`config.mk`:
```
export PLATFORM = sky130hd
export DESIGN_NAME = utf16_to_utf8_transcoder
export DESIGN_NICKNAME = d
export VERILOG_FILES = /design/src/hdl/u16u8_pkg.sv /design/src/hdl/u16u8_front.sv /design/src/hdl/u16u8_queue.sv /design/src/hdl/u16u8_back.sv /design/src/hdl/utf16_to_utf8_transcoder.sv
export SDC_FILE = /design/constraint.sdc
export NUM_CORES = 1
export LEC_CHECK = 0
export BUFFER_PORTS_ARGS = -buffer_cell sky130_fd_sc_hd__buf_2
export CELL_PAD_IN_SITES_DETAIL_PLACEMENT = 0
export CELL_PAD_IN_SITES_GLOBAL_PLACEMENT = 1
export CORE_ASPECT_RATIO = 0.75
export CORE_MARGIN = 4
export CORE_UTILIZATION = 47
export DETAILED_ROUTE_END_ITERATION = 8
export PLACE_DENSITY_LB_ADDON = 0.2
export REMOVE_ABC_BUFFERS = 1
export SLEW_MARGIN = 20
export SYNTH_ARGS = -nofsm -noshare
export SYNTH_HDL_FRONTEND = slang
export SYNTH_SLANG_ARGS = --single-unit
```
`constraint.sdc`:
```
create_clock -name clk -period 3.4 [get_ports clk]
set_clock_uncertainty 0.05 [all_clocks]
set_input_delay 0 -clock clk [delete_from_list [all_inputs] [get_ports clk]]
set_output_delay 0 -clock clk [all_outputs]
set_load 0.01 [all_outputs]
```
`src/hdl/u16u8_pkg.sv`:
```
// ----------------------------------------------------------------------------
// u16u8_pkg
// Shared types and constants for the UTF-16 to UTF-8 transcoder.
// ----------------------------------------------------------------------------
package u16u8_pkg;

	localparam int unsigned CP_W    = 21;
	localparam int unsigned Q_DEPTH = 4;
	localparam int unsigned Q_AW    = $clog2(Q_DEPTH);
	localparam int unsigned Q_CW    = $clog2(Q_DEPTH + 1);

	localparam logic [15:0] HI_SURR_MIN = 16'hD800;
	localparam logic [15:0] HI_SURR_MAX = 16'hDBFF;
	localparam logic [15:0] LO_SURR_MIN = 16'hDC00;
	localparam logic [15:0] LO_SURR_MAX = 16'hDFFF;
	localparam logic [CP_W-1:0] SUPP_BASE = 21'h10000;

	// one code point to encode, with the end-of-stream mark for its last byte
	typedef struct packed {
		logic [CP_W-1:0] cp;
		logic            last;
	} job_t;

	// queue status seen by its producer and consumer
	typedef struct packed {
		logic full;
		logic empty;
	} q_status_t;

endpackage

```
`src/hdl/u16u8_front.sv`:
```
// ----------------------------------------------------------------------------
// u16u8_front
// Pairs input bytes into code units, tracks surrogates and pushes
// code points into the job queue.
// ----------------------------------------------------------------------------
module u16u8_front (
	input  logic             clk,
	input  logic             arst_n,
	input  logic             cfg_we,
	input  logic             cfg_wdata,
	input  logic             in_valid,
	output logic             in_stall,
	input  logic [7:0]       in_byte,
	input  logic             end_of_stream,
	input  u16u8_pkg::q_status_t q_stat,
	output logic             push,
	output u16u8_pkg::job_t  push_job
);
	import u16u8_pkg::*;

	logic       big_endian_q;
	logic       byte_waiting_q;
	logic [7:0] first_byte_q;
	logic       high_waiting_q;
	logic [9:0] high_bits_q;
	logic       pend_valid_q;
	job_t       pend_job_q;

	logic        accept;
	logic [15:0] unit;
	logic        unit_hi, unit_lo;
	logic        job_a_v, job_b_v;
	job_t        job_a, job_b;
	job_t        held_job;
	logic        next_bw, next_hw;
	logic        load_first, load_high;

	assign in_stall = pend_valid_q || q_stat.full;
	assign accept   = in_valid && !in_stall;

	assign unit    = big_endian_q ? {first_byte_q, in_byte} : {in_byte, first_byte_q};
	assign unit_hi = (unit >= HI_SURR_MIN) && (unit <= HI_SURR_MAX);
	assign unit_lo = (unit >= LO_SURR_MIN) && (unit <= LO_SURR_MAX);

	always_comb begin
		held_job.cp   = CP_W'({6'h36, high_bits_q});
		held_job.last = 1'b0;
		job_a_v    = 1'b0;
		job_b_v    = 1'b0;
		job_a      = held_job;
		job_b.cp   = CP_W'(unit);
		job_b.last = end_of_stream;
		next_bw    = byte_waiting_q;
		next_hw    = high_waiting_q;
		load_first = 1'b0;
		load_high  = 1'b0;
		if (!byte_waiting_q) begin
			if (end_of_stream) begin
				// odd trailing byte is dropped; held high surrogate flushed
				job_a_v       = high_waiting_q;
				job_a.last    = 1'b1;
			end else begin
				next_bw    = 1'b1;
				load_first = 1'b1;
			end
		end else begin
			next_bw = 1'b0;
			if (high_waiting_q && unit_lo) begin
				job_a_v    = 1'b1;
				job_a.cp   = SUPP_BASE + {1'b0, high_bits_q, unit[9:0]};
				job_a.last = end_of_stream;
				next_hw    = 1'b0;
			end else if (high_waiting_q) begin
				job_a_v = 1'b1;
				if (unit_hi && !end_of_stream) begin
					next_hw   = 1'b1;
					load_high = 1'b1;
				end else begin
					next_hw = 1'b0;
					job_b_v = 1'b1;
				end
			end else if (unit_hi && !end_of_stream) begin
				next_hw   = 1'b1;
				load_high = 1'b1;
			end else begin
				job_a_v = 1'b1;
				job_a   = job_b;
			end
		end
		if (end_of_stream) begin
			next_bw = 1'b0;
			next_hw = 1'b0;
		end
	end

	// second job of a code unit waits in the pending slot until the queue has room
	assign push     = pend_valid_q ? !q_stat.full : (accept && job_a_v);
	assign push_job = pend_valid_q ? pend_job_q : job_a;

	always_ff @(posedge clk or negedge arst_n) begin
		if (!arst_n) begin
			big_endian_q   <= 1'b0;
			byte_waiting_q <= 1'b0;
			high_waiting_q <= 1'b0;
			pend_valid_q   <= 1'b0;
		end else begin
			if (cfg_we) big_endian_q <= cfg_wdata;
			if (accept) begin
				byte_waiting_q <= next_bw;
				high_waiting_q <= next_hw;
				pend_valid_q   <= job_b_v;
			end else if (pend_valid_q && !q_stat.full) begin
				pend_valid_q <= 1'b0;
			end
		end
	end

	always_ff @(posedge clk) begin
		if (accept && load_first) first_byte_q <= in_byte;
		if (accept && load_high)  high_bits_q  <= unit[9:0];
		if (accept && job_b_v)    pend_job_q   <= job_b;
	end

endmodule

```
`src/hdl/u16u8_queue.sv`:
```
// ----------------------------------------------------------------------------
// u16u8_queue
// Small job FIFO between the front and the serializer.
// ----------------------------------------------------------------------------
module u16u8_queue (
	input  logic                  clk,
	input  logic                  arst_n,
	input  logic                  push,
	input  u16u8_pkg::job_t       push_job,
	input  logic                  pop,
	output u16u8_pkg::job_t       head,
	output u16u8_pkg::q_status_t  stat
);
	import u16u8_pkg::*;

	job_t            mem_q [Q_DEPTH];
	logic [Q_AW-1:0] wr_ptr_q, rd_ptr_q;
	logic [Q_CW-1:0] count_q;

	assign stat.full  = (count_q == Q_CW'(Q_DEPTH));
	assign stat.empty = (count_q == '0);
	assign head       = mem_q[rd_ptr_q];

	always_ff @(posedge clk or negedge arst_n) begin
		if (!arst_n) begin
			wr_ptr_q <= '0;
			rd_ptr_q <= '0;
			count_q  <= '0;
		end else begin
			if (push) wr_ptr_q <= wr_ptr_q + 1'b1;
			if (pop)  rd_ptr_q <= rd_ptr_q + 1'b1;
			case ({push, pop})
				2'b10:   count_q <= count_q + 1'b1;
				2'b01:   count_q <= count_q - 1'b1;
				default: count_q <= count_q;
			endcase
		end
	end

	always_ff @(posedge clk) begin
		if (push) mem_q[wr_ptr_q] <= push_job;
	end

endmodule

```
`src/hdl/u16u8_back.sv`:
```
// ----------------------------------------------------------------------------
// u16u8_back
// Serializes the code point at the queue head into UTF-8 bytes, one per
// cycle while out_stall is low, into the output register.
// ----------------------------------------------------------------------------
module u16u8_back (
	input  logic                 clk,
	input  logic                 arst_n,
	input  u16u8_pkg::job_t      head,
	input  u16u8_pkg::q_status_t q_stat,
	output logic                 pop,
	output logic                 out_valid,
	input  logic                 out_stall,
	output logic [7:0]           out_byte,
	output logic                 last_out
);
	import u16u8_pkg::*;

	logic       out_valid_q;
	logic [7:0] out_byte_q;
	logic       last_out_q;
	logic [1:0] idx_q;

	logic [1:0] len_m1;
	logic [7:0] enc_byte;
	logic       load, final_byte;
	logic [CP_W-1:0] cp;

	assign cp = head.cp;

	always_comb begin
		if (cp < CP_W'(32'h80))         len_m1 = 2'd0;
		else if (cp < CP_W'(32'h800))   len_m1 = 2'd1;
		else if (cp < CP_W'(32'h10000)) len_m1 = 2'd2;
		else                            len_m1 = 2'd3;
	end

	always_comb begin
		enc_byte = 8'h00;
		case ({len_m1, idx_q})
			4'b00_00: enc_byte = {1'b0, cp[6:0]};
			4'b01_00: enc_byte = {3'b110, cp[10:6]};
			4'b01_01: enc_byte = {2'b10, cp[5:0]};
			4'b10_00: enc_byte = {4'b1110, cp[15:12]};
			4'b10_01: enc_byte = {2'b10, cp[11:6]};
			4'b10_10: enc_byte = {2'b10, cp[5:0]};
			4'b11_00: enc_byte = {5'b11110, cp[20:18]};
			4'b11_01: enc_byte = {2'b10, cp[17:12]};
			4'b11_10: enc_byte = {2'b10, cp[11:6]};
			4'b11_11: enc_byte = {2'b10, cp[5:0]};
			default:  enc_byte = 8'h00;
		endcase
	end

	assign load       = (!out_valid_q || !out_stall) && !q_stat.empty;
	assign final_byte = (idx_q == len_m1);
	assign pop        = load && final_byte;

	assign out_valid = out_valid_q;
	assign out_byte  = out_byte_q;
	assign last_out  = last_out_q;

	always_ff @(posedge clk or negedge arst_n) begin
		if (!arst_n) begin
			out_valid_q <= 1'b0;
			idx_q       <= '0;
		end else begin
			if (load) begin
				out_valid_q <= 1'b1;
				idx_q       <= final_byte ? 2'd0 : idx_q + 2'd1;
			end else if (!out_stall) begin
				out_valid_q <= 1'b0;
			end
		end
	end

	always_ff @(posedge clk) begin
		if (load) begin
			out_byte_q <= enc_byte;
			last_out_q <= head.last && final_byte;
		end
	end

endmodule

```
`src/hdl/utf16_to_utf8_transcoder.sv`:
```
// ----------------------------------------------------------------------------
// utf16_to_utf8_transcoder
// UTF-16 byte stream in, UTF-8 byte stream out.
// ----------------------------------------------------------------------------
// Input words carry one UTF-16 byte (in_byte) and end_of_stream; output
// words carry one UTF-8 byte (out_byte) and last_out, set on the final byte
// of a stream. Both channels use valid/stall; a word moves on an edge with
// valid high and stall low. cfg_we/cfg_wdata set the byte order (1 = big
// endian); the user writes them only while the block is idle (unchecked).
// The front pairs bytes and resolves surrogates, pushing code points into a
// four-entry queue; the serializer emits one UTF-8 byte per cycle, while
// out_stall is low, from the queue head into an output register.
// A completed code unit pushes its code point into the queue; its first
// UTF-8 byte then loads into the output register. Input takes one byte per
// cycle while the queue has room; sustained rate is set by the serializer,
// one output byte per cycle while out_stall is low (1 to 4 bytes per code
// point). A held high surrogate followed by a unit that is neither a low
// nor a new held high surrogate pushes two code points and stalls the input.
// Reset empties the queue, clears pairing/surrogate state and selects little
// endian. A stalled receiver holds the output register; the queue then fills
// and in_stall rises.
// ----------------------------------------------------------------------------
module utf16_to_utf8_transcoder (
	input  logic       clk,
	input  logic       arst_n,
	input  logic       cfg_we,
	input  logic       cfg_wdata,
	input  logic       in_valid,
	output logic       in_stall,
	input  logic [7:0] in_byte,
	input  logic       end_of_stream,
	output logic       out_valid,
	input  logic       out_stall,
	output logic [7:0] out_byte,
	output logic       last_out
);
	import u16u8_pkg::*;

	logic      push, pop;
	job_t      push_job, head;
	q_status_t q_stat;

	u16u8_front u_front (
		.clk           (clk),
		.arst_n        (arst_n),
		.cfg_we        (cfg_we),
		.cfg_wdata     (cfg_wdata),
		.in_valid      (in_valid),
		.in_stall      (in_stall),
		.in_byte       (in_byte),
		.end_of_stream (end_of_stream),
		.q_stat        (q_stat),
		.push          (push),
		.push_job      (push_job)
	);

	u16u8_queue u_queue (
		.clk      (clk),
		.arst_n   (arst_n),
		.push     (push),
		.push_job (push_job),
		.pop      (pop),
		.head     (head),
		.stat     (q_stat)
	);

	u16u8_back u_back (
		.clk       (clk),
		.arst_n    (arst_n),
		.head      (head),
		.q_stat    (q_stat),
		.pop       (pop),
		.out_valid (out_valid),
		.out_stall (out_stall),
		.out_byte  (out_byte),
		.last_out  (last_out)
	);

endmodule
```
==> results of run 1 <==
-- routing by layer --
| layer | global-route usage, % | up-vias | routed length, µm |
|---|---|---|---|
| met5 | 0 | - | 0 |
| met4 | 5.58 | 0 | 142 |
| met3 | 4.91 | 11 | 803 |
| met2 | 27.1 | 141 | 6120 |
| met1 | 26.1 | 1900 | 6250 |
| li1 | - | 1795 | - |
-- synthesized netlist by cell type (9+ instances only) --
cell,instances,share of area (%)
sky130_fd_sc_hd__nor2_1,16,0.92
sky130_fd_sc_hd__mux4_1,9,3.6
sky130_fd_sc_hd__a21oi_1,11,0.85
sky130_fd_sc_hd__mux4_2,12,4.2
sky130_fd_sc_hd__o21ai_0,10,0.77
sky130_fd_sc_hd__nor3_1,17,1.3
sky130_fd_sc_hd__dfrtp_1,14,5.4
sky130_fd_sc_hd__clkbuf_1,13,0.75
sky130_fd_sc_hd__inv_1,15,0.87
sky130_fd_sc_hd__edfxtp_1,132,61
sky130_fd_sc_hd__mux2_2,18,3.1
sky130_fd_sc_hd__o31ai_1,12,1.4
sky130_fd_sc_hd__nand2_1,22,1.3
sky130_fd_sc_hd__ha_1,10,1.9
-- final timing paths --
check | start | end | slack (ns) | cells after the start
setup / recovery | u_queue.rd_ptr_q[0] | u_queue.count_q[2] | 0.12 | 12
hold / removal | in_byte[0] | u_front.first_byte_q[0] | 0.27 | 2
setup reg to reg | u_queue.rd_ptr_q[0] | u_queue.count_q[2] | 0.12 | 12
hold reg to reg | u_back.out_valid | u_back.out_valid | 0.44 | 2
max in group asynchronous | arst_n | u_queue.rd_ptr_q[0] | 2.13 | 3
min in group asynchronous | arst_n | u_front.high_waiting_q | 0.65 | 3
-- through the flow --
step | utilization, % | setup TNS (ns) | power (µW) | area [µm²] | setup WS (ns)
2_1_floorplan | - | -1.29 | 3650 | 6400 | -0.571
3_3_place_gp | 52.7 | 0 | 4270 | 6990 | 0.0880
3_5_place_dp | 52.7 | -0.0954 | 4300 | 6990 | -0.0682
4_1_cts | 58.4 | 0 | 6180 | 7730 | 0.0000178
5_1_grt | 59.1 | -0.0106 | 6560 | 7820 | -0.0106
6_report | 59.1 | 0 | 6260 | 7820 | 0.116
-- critical path: cells and delay by family, from the launching register on --
family | cells | cell delay [ns]
multiplexers | 1 | 0.55
buffers and inverters | 2 | 0.21
AND/OR/NAND/NOR | 5 | 1.22
flip-flops | 1 | 0.49
adder cells (fa/ha/maj) | 2 | 0.36
XOR/XNOR | 2 | 0.30
-- flip-flops by register name (all words and copies together) (netlist names) --
register and cells:
u_queue.mem_q 88, u_front.pend_job_q 17, u_front.high_bits_q 10, u_back.out_byte 8, u_front.first_byte_q 8, u_queue.count_q 3, u_back.idx_q 2, u_queue.rd_ptr_q 2
u_queue.wr_ptr_q 2, u_back.last_out 1, u_back.out_valid 1, u_front.big_endian_q 1, u_front.byte_waiting_q 1, u_front.high_waiting_q 1, u_front.pend_valid_q 1
-- placed cells by master (no fill, tap or decap), drive strengths merged, types with 7 or more instances in the layout --
cell,netlist,final
mux4,21,21
and2,7,7
dfrtp,14,14
nand3,7,7
inv,15,16
o31ai,13,13
mux2,19,19
nor2,16,16
a21oi,11,11
clkbuf,13,20
edfxtp,132,132
ha,10,10
buf,5,60
nor3,17,17
nand2,23,23
clkinv,1,7
a221o,7,7
o21ai,13,13
dlygate4sd3,0,15
-- power by group --
part	internal, µW	switching, µW	total, µW
registers	2320	145	2470
clock network	1150	706	1860
logic	901	1040	1940
total	4370	1890	6260
-- layout make-up --
cell class / instances / area [µm²]
timing repair buffer: 76 / 576
multi-input combinational: 229 / 2060
fill: 1040 / 5420
clock inverter: 13 / 160
tap: 171 / 214
inverter: 16 / 60.1
clock buffer: 19 / 433
sequential: 146 / 4320
-- timing repair --
item	CTS	global route
setup buffers	0	5
hold endpoints to repair	55	0
hold buffers	15	0
pin swaps	0	7
endpoints found under the setup margin	2	2
gates resized for setup	1	14
cloned	0	1
-- logic make-up after synthesis --
| kind of cell | after synthesis | share of synthesized area (%) |
|---|---|---|
| flops | 146 | 66.3 |
| simple gates | 87 | 7.08 |
| compound gates | 77 | 8.76 |
| mux | 46 | 12.1 |
| buf+inv | 34 | 2.44 |
| fa+ha+maj | 11 | 2.23 |
| xor+xnor | 8 | 1.08 |
==> results_dict.tcl, run 1 <==
set metrics [dict create \
    ios 26 \
    critical_path.endpoint_type "flip-flop" \
    vias_per_cell 5.74 \
    worst_hold_path_type "input port to flip-flop" \
    place_congestion 0.819 \
    die-area_um2 15800 \
    critPathKind "flip-flop to flip-flop" \
    largest_voltage_drop_on_the_vdd_net_mv 0.405 \
    whs_ns 0.268 \
    gr-usage-all-layers_pct 18.1 \
    ys_seq_elements 146 \
    setup-violations-final 0 \
    worstPathRequired_ns 3.65 \
    synth_async_reset_ratio_pct 9.59 \
    drt-pass1-iter-count 5 \
    setup.worst_path.start_class "flip-flop" \
    clk-insertion-delay-late_ns 0.42 \
    fp-row-count 36 \
    dp_hpwl_um 9040 \
    tritoncts.num_buffers 17 \
    slowest_stage "sky130_fd_sc_hd__mux4_2" \
    fmax_mhz 305 \
    worst-endpoint-arrival_ns 3.53 \
    finalNonFillerCells 670 \
    grt_antenna_before_repair 0 \
    pwr_density_cell_nw_per_um2 800 \
    wl_um 13300 \
    cp_cell_sequence "buf_4 -> mux4_2 -> or4_4 -> nor2_2 -> nor3_2 -> or3_4 -> ha_4 -> inv_2 -> fa_2 -> xor2_1 -> nor2_1 -> xor2_1" \
    syn-cell-area_um2 6500 \
    drtAntennaViolNets 0 \
    netlist_instances 409 \
    ys_warn_count 0 \
    vias 3847 \
    post_synth_num_cell_types 61 \
    die_height_um 110 \
    place_inst 617 \
    hold_viol 0 \
    critPathMaxStageDelay_ns 0.55 \
    cts.root.buffer_cell "sky130_fd_sc_hd__clkbuf_16" \
    die_w_um 144 \
    cts-htree-levels 4 \
    status "finished, final reports clean" \
    layout-area-overhead-vs-synth_pct 20.3 \
    max_cap_viols 0 \
    crit_path_frequent_cell "sky130_fd_sc_hd__xor2_1" \
    routed_wire_length_per_instance_um 19.9 \
    power_leakage_uw 0.00275 \
    cts_buffer_depth 2 \
    clk_pin_slew_worst_paths_ns 0.06 \
    drt_first_iter_violations 244 \
    synth.avg_cell_area_um2 15.9 \
    coreArea_um2 13200 \
    drc 0 \
    share_of_post_route_cells_with_drive_strength_above_1_pct 28.9 \
    final_nets 512 \
    timing_worst_slew_pin_value_ns 0.745 \
    period_needed_ns 3.28 \
    wire_length_of_the_first_global_routing_pass_um 21300 \
    n_antenna_cell 0 \
    period_share_pct 96.6 \
    yosysSeqAreaShare_pct 66.3 \
    number_of_global_route_vias_before_repair 3795 \
    max_slew_margin_pct 50.2 \
    slew_viol_final 0 \
    placement.io_buffers 25 \
    floorplan.initialDensity_pct 49.1 \
    grt_start_max_net_pins 25 \
    synth_edf_count 132 \
    cts_tree "built" \
    yosys_most_used_dff "sky130_fd_sc_hd__edfxtp_1" \
    cts.sinks 146 \
    path_max_fanout 6 \
    gr-total-overflow 0 \
]
Power figures use the tool's default switching activity.
==> run 2, diff against run 1 <==
--- a/config.mk
+++ b/config.mk
@@ -13,6 +13,7 @@
 export CORE_UTILIZATION = 47
 export DETAILED_ROUTE_END_ITERATION = 8
 export PLACE_DENSITY_LB_ADDON = 0.2
+export RECOVER_POWER = 25
 export REMOVE_ABC_BUFFERS = 1
 export SLEW_MARGIN = 20
 export SYNTH_ARGS = -nofsm -noshare
==> run 2 against run 1 <==
Against the previous run:
- worst hold slack gained 0.013 ns
- critical path type unchanged
- global-route usage is the same
- non-clock buffer count is the same
- maximum frequency shrank 0.24%
- final area shrank 0.43%
- critical endpoint unchanged
- final cell count is the same
- critical path depth is the same
==> results_dict.tcl, run 2 (synthesis gave the netlist of run 1 again) <==
set metrics [dict create \
    cts_tree "built" \
    place_inst 617 \
    setup.worst_path.start_class "flip-flop" \
    place_congestion 0.819 \
    max_slew_margin_pct 49.3 \
    fp-row-count 36 \
    period_needed_ns 3.29 \
    wl_um 13400 \
    max_cap_viols 0 \
    power.total_uw 6240 \
    critical_path.endpoint_type "flip-flop" \
    die-area_um2 15800 \
    grt_start_max_net_pins 25 \
    final_nets 512 \
    drt_first_iter_violations 245 \
    die_w_um 144 \
    cts-htree-levels 4 \
    top_regs "u_queue.mem_q: 88 flops, u_front.pend_job_q: 17 flops, u_front.high_bits_q: 10 flops" \
    finalNonFillerCells 670 \
    final-seq-area_um2 4320 \
    cts_buffer_depth 2 \
    gr-usage-all-layers_pct 18.1 \
    drtAntennaViolNets 0 \
    largest_voltage_drop_on_the_vdd_net_mv 0.407 \
    multi_input_area_um2 2060 \
    clk_pin_slew_worst_paths_ns 0.06 \
    period_share_pct 96.8 \
    vias 3842 \
    gr-total-overflow 0 \
    worstPathRequired_ns 3.65 \
    grt_antenna_before_repair 0 \
    path_max_fanout 6 \
    drc 0 \
    cts.root.buffer_cell "sky130_fd_sc_hd__clkbuf_16" \
    status "finished, final reports clean" \
    n_antenna_cell 0 \
    slew_viol_final 0 \
    tritoncts.num_buffers 17 \
    leading_cell_type_in_the_layout_fill_and_taps_excluded "sky130_fd_sc_hd__edfxtp_1" \
    routed_wire_length_per_instance_um 20.0 \
    largest_register_ffs 88 \
    placement.io_buffers 25 \
    power_leakage_uw 0.00269 \
    vias_per_cell 5.73 \
    layout-area-overhead-vs-synth_pct 19.8 \
    wire_length_of_the_first_global_routing_pass_um 21300 \
    fillerInstances 1055 \
    critPathKind "flip-flop to flip-flop" \
    share_of_post_route_cells_with_drive_strength_above_1_pct 21.6 \
    ios 26 \
    pwr_density_cell_nw_per_um2 801 \
    registers.top_by_ff_count "u_queue.mem_q" \
    timing.setup.tns_ns 0 \
    worst_hold_path_type "input port to flip-flop" \
    drt-pass1-iter-count 5 \
    coreArea_um2 13200 \
    setup-violations-final 0 \
    die_height_um 110 \
    clk-insertion-delay-late_ns 0.42 \
    number_of_global_route_vias_before_repair 3795 \
    floorplan.initialDensity_pct 49.1 \
    worst-endpoint-arrival_ns 3.54 \
    timing_worst_slew_pin_value_ns 0.758 \
    postLayoutCoreUtil_pct 58.8 \
    fmax_mhz 304 \
    dp_hpwl_um 9040 \
    hold_viol 0 \
    cts.sinks 146 \
    most-common-layout-cells "132 x sky130_fd_sc_hd__edfxtp_1, 33 x sky130_fd_sc_hd__buf_4, 23 x sky130_fd_sc_hd__clkbuf_1" \
]
run 2: cell types whose count changed in the layout (fill, tap and decap cells not counted), sizes merged:
cell,change
buf,-21
clkbuf,+21
run 2: critical path, stage by stage, from the launching register on:
cell and delay (ns):
sky130_fd_sc_hd__dfrtp_2 0.50, sky130_fd_sc_hd__buf_4 0.16, sky130_fd_sc_hd__mux4_2 0.55, sky130_fd_sc_hd__or4_4 0.52, sky130_fd_sc_hd__nor2_2 0.14, sky130_fd_sc_hd__nor3_2 0.07
sky130_fd_sc_hd__or3_4 0.41, sky130_fd_sc_hd__ha_4 0.18, sky130_fd_sc_hd__inv_2 0.05, sky130_fd_sc_hd__fa_2 0.18, sky130_fd_sc_hd__xor2_1 0.14, sky130_fd_sc_hd__nor2_1 0.08
sky130_fd_sc_hd__xor2_1 0.16
run 2: through the flow:
| stage | area (µm²) | setup WS, ns | hold slack (ns) |
|---|---|---|---|
| global placement | 6990 | 0.0880 | -0.112 |
| global route | 7790 | -0.0106 | 0.312 |
| floorplan | 6400 | -0.571 | -0.346 |
| finish | 7790 | 0.108 | 0.281 |
| detailed placement | 6990 | -0.0682 | -0.106 |
| CTS | 7730 | 0.0000178 | 0.249 |
run 2: repair_timing:
action | CTS | global route
buffers inserted | 0 | 5
cloned | 0 | 1
resized for setup | 1 | 14
hold buffers | 15 | 0
endpoints found under the setup margin | 2 | 2
pin swaps | 0 | 7
hold endpoints to repair | 55 | 0
run 2: report_power, final:
part	internal [µW]	total [µW]	switching [µW]
Combinational	874	1910	1040
Clock	1150	1860	706
Sequential	2320	2470	149
run 2: worst paths after layout:
| check | start | to | slack (ns) | depth (start not counted) |
|---|---|---|---|---|
| setup / recovery | u_queue.rd_ptr_q[0] | u_queue.count_q[2] | 0.11 | 12 |
| hold / removal | out_stall | u_back.out_valid | 0.28 | 4 |
| setup reg to reg | u_queue.rd_ptr_q[0] | u_queue.count_q[2] | 0.11 | 12 |
| hold reg to reg | u_back.out_valid | u_back.out_valid | 0.44 | 2 |
| max in group asynchronous | arst_n | u_queue.rd_ptr_q[0] | 2.11 | 3 |
| min in group asynchronous | arst_n | u_front.high_waiting_q | 0.66 | 3 |
run 2: layout make-up:
| cell class | count | share of cell area, % |
|---|---|---|
| clock buffer | 19 | 5.56 |
| clock inverter | 13 | 2.06 |
| inverter | 16 | 0.771 |
| multi-input combinational | 229 | 26.4 |
| sequential | 146 | 55.4 |
| tap | 171 | 2.75 |
| timing repair buffer | 76 | 7.02 |
run 2: metal layers:
layer	global-route usage, %	wire [µm]
met5	0	0
met4	5.58	140
met3	4.91	769
met2	27.1	6110
met1	26.1	6350
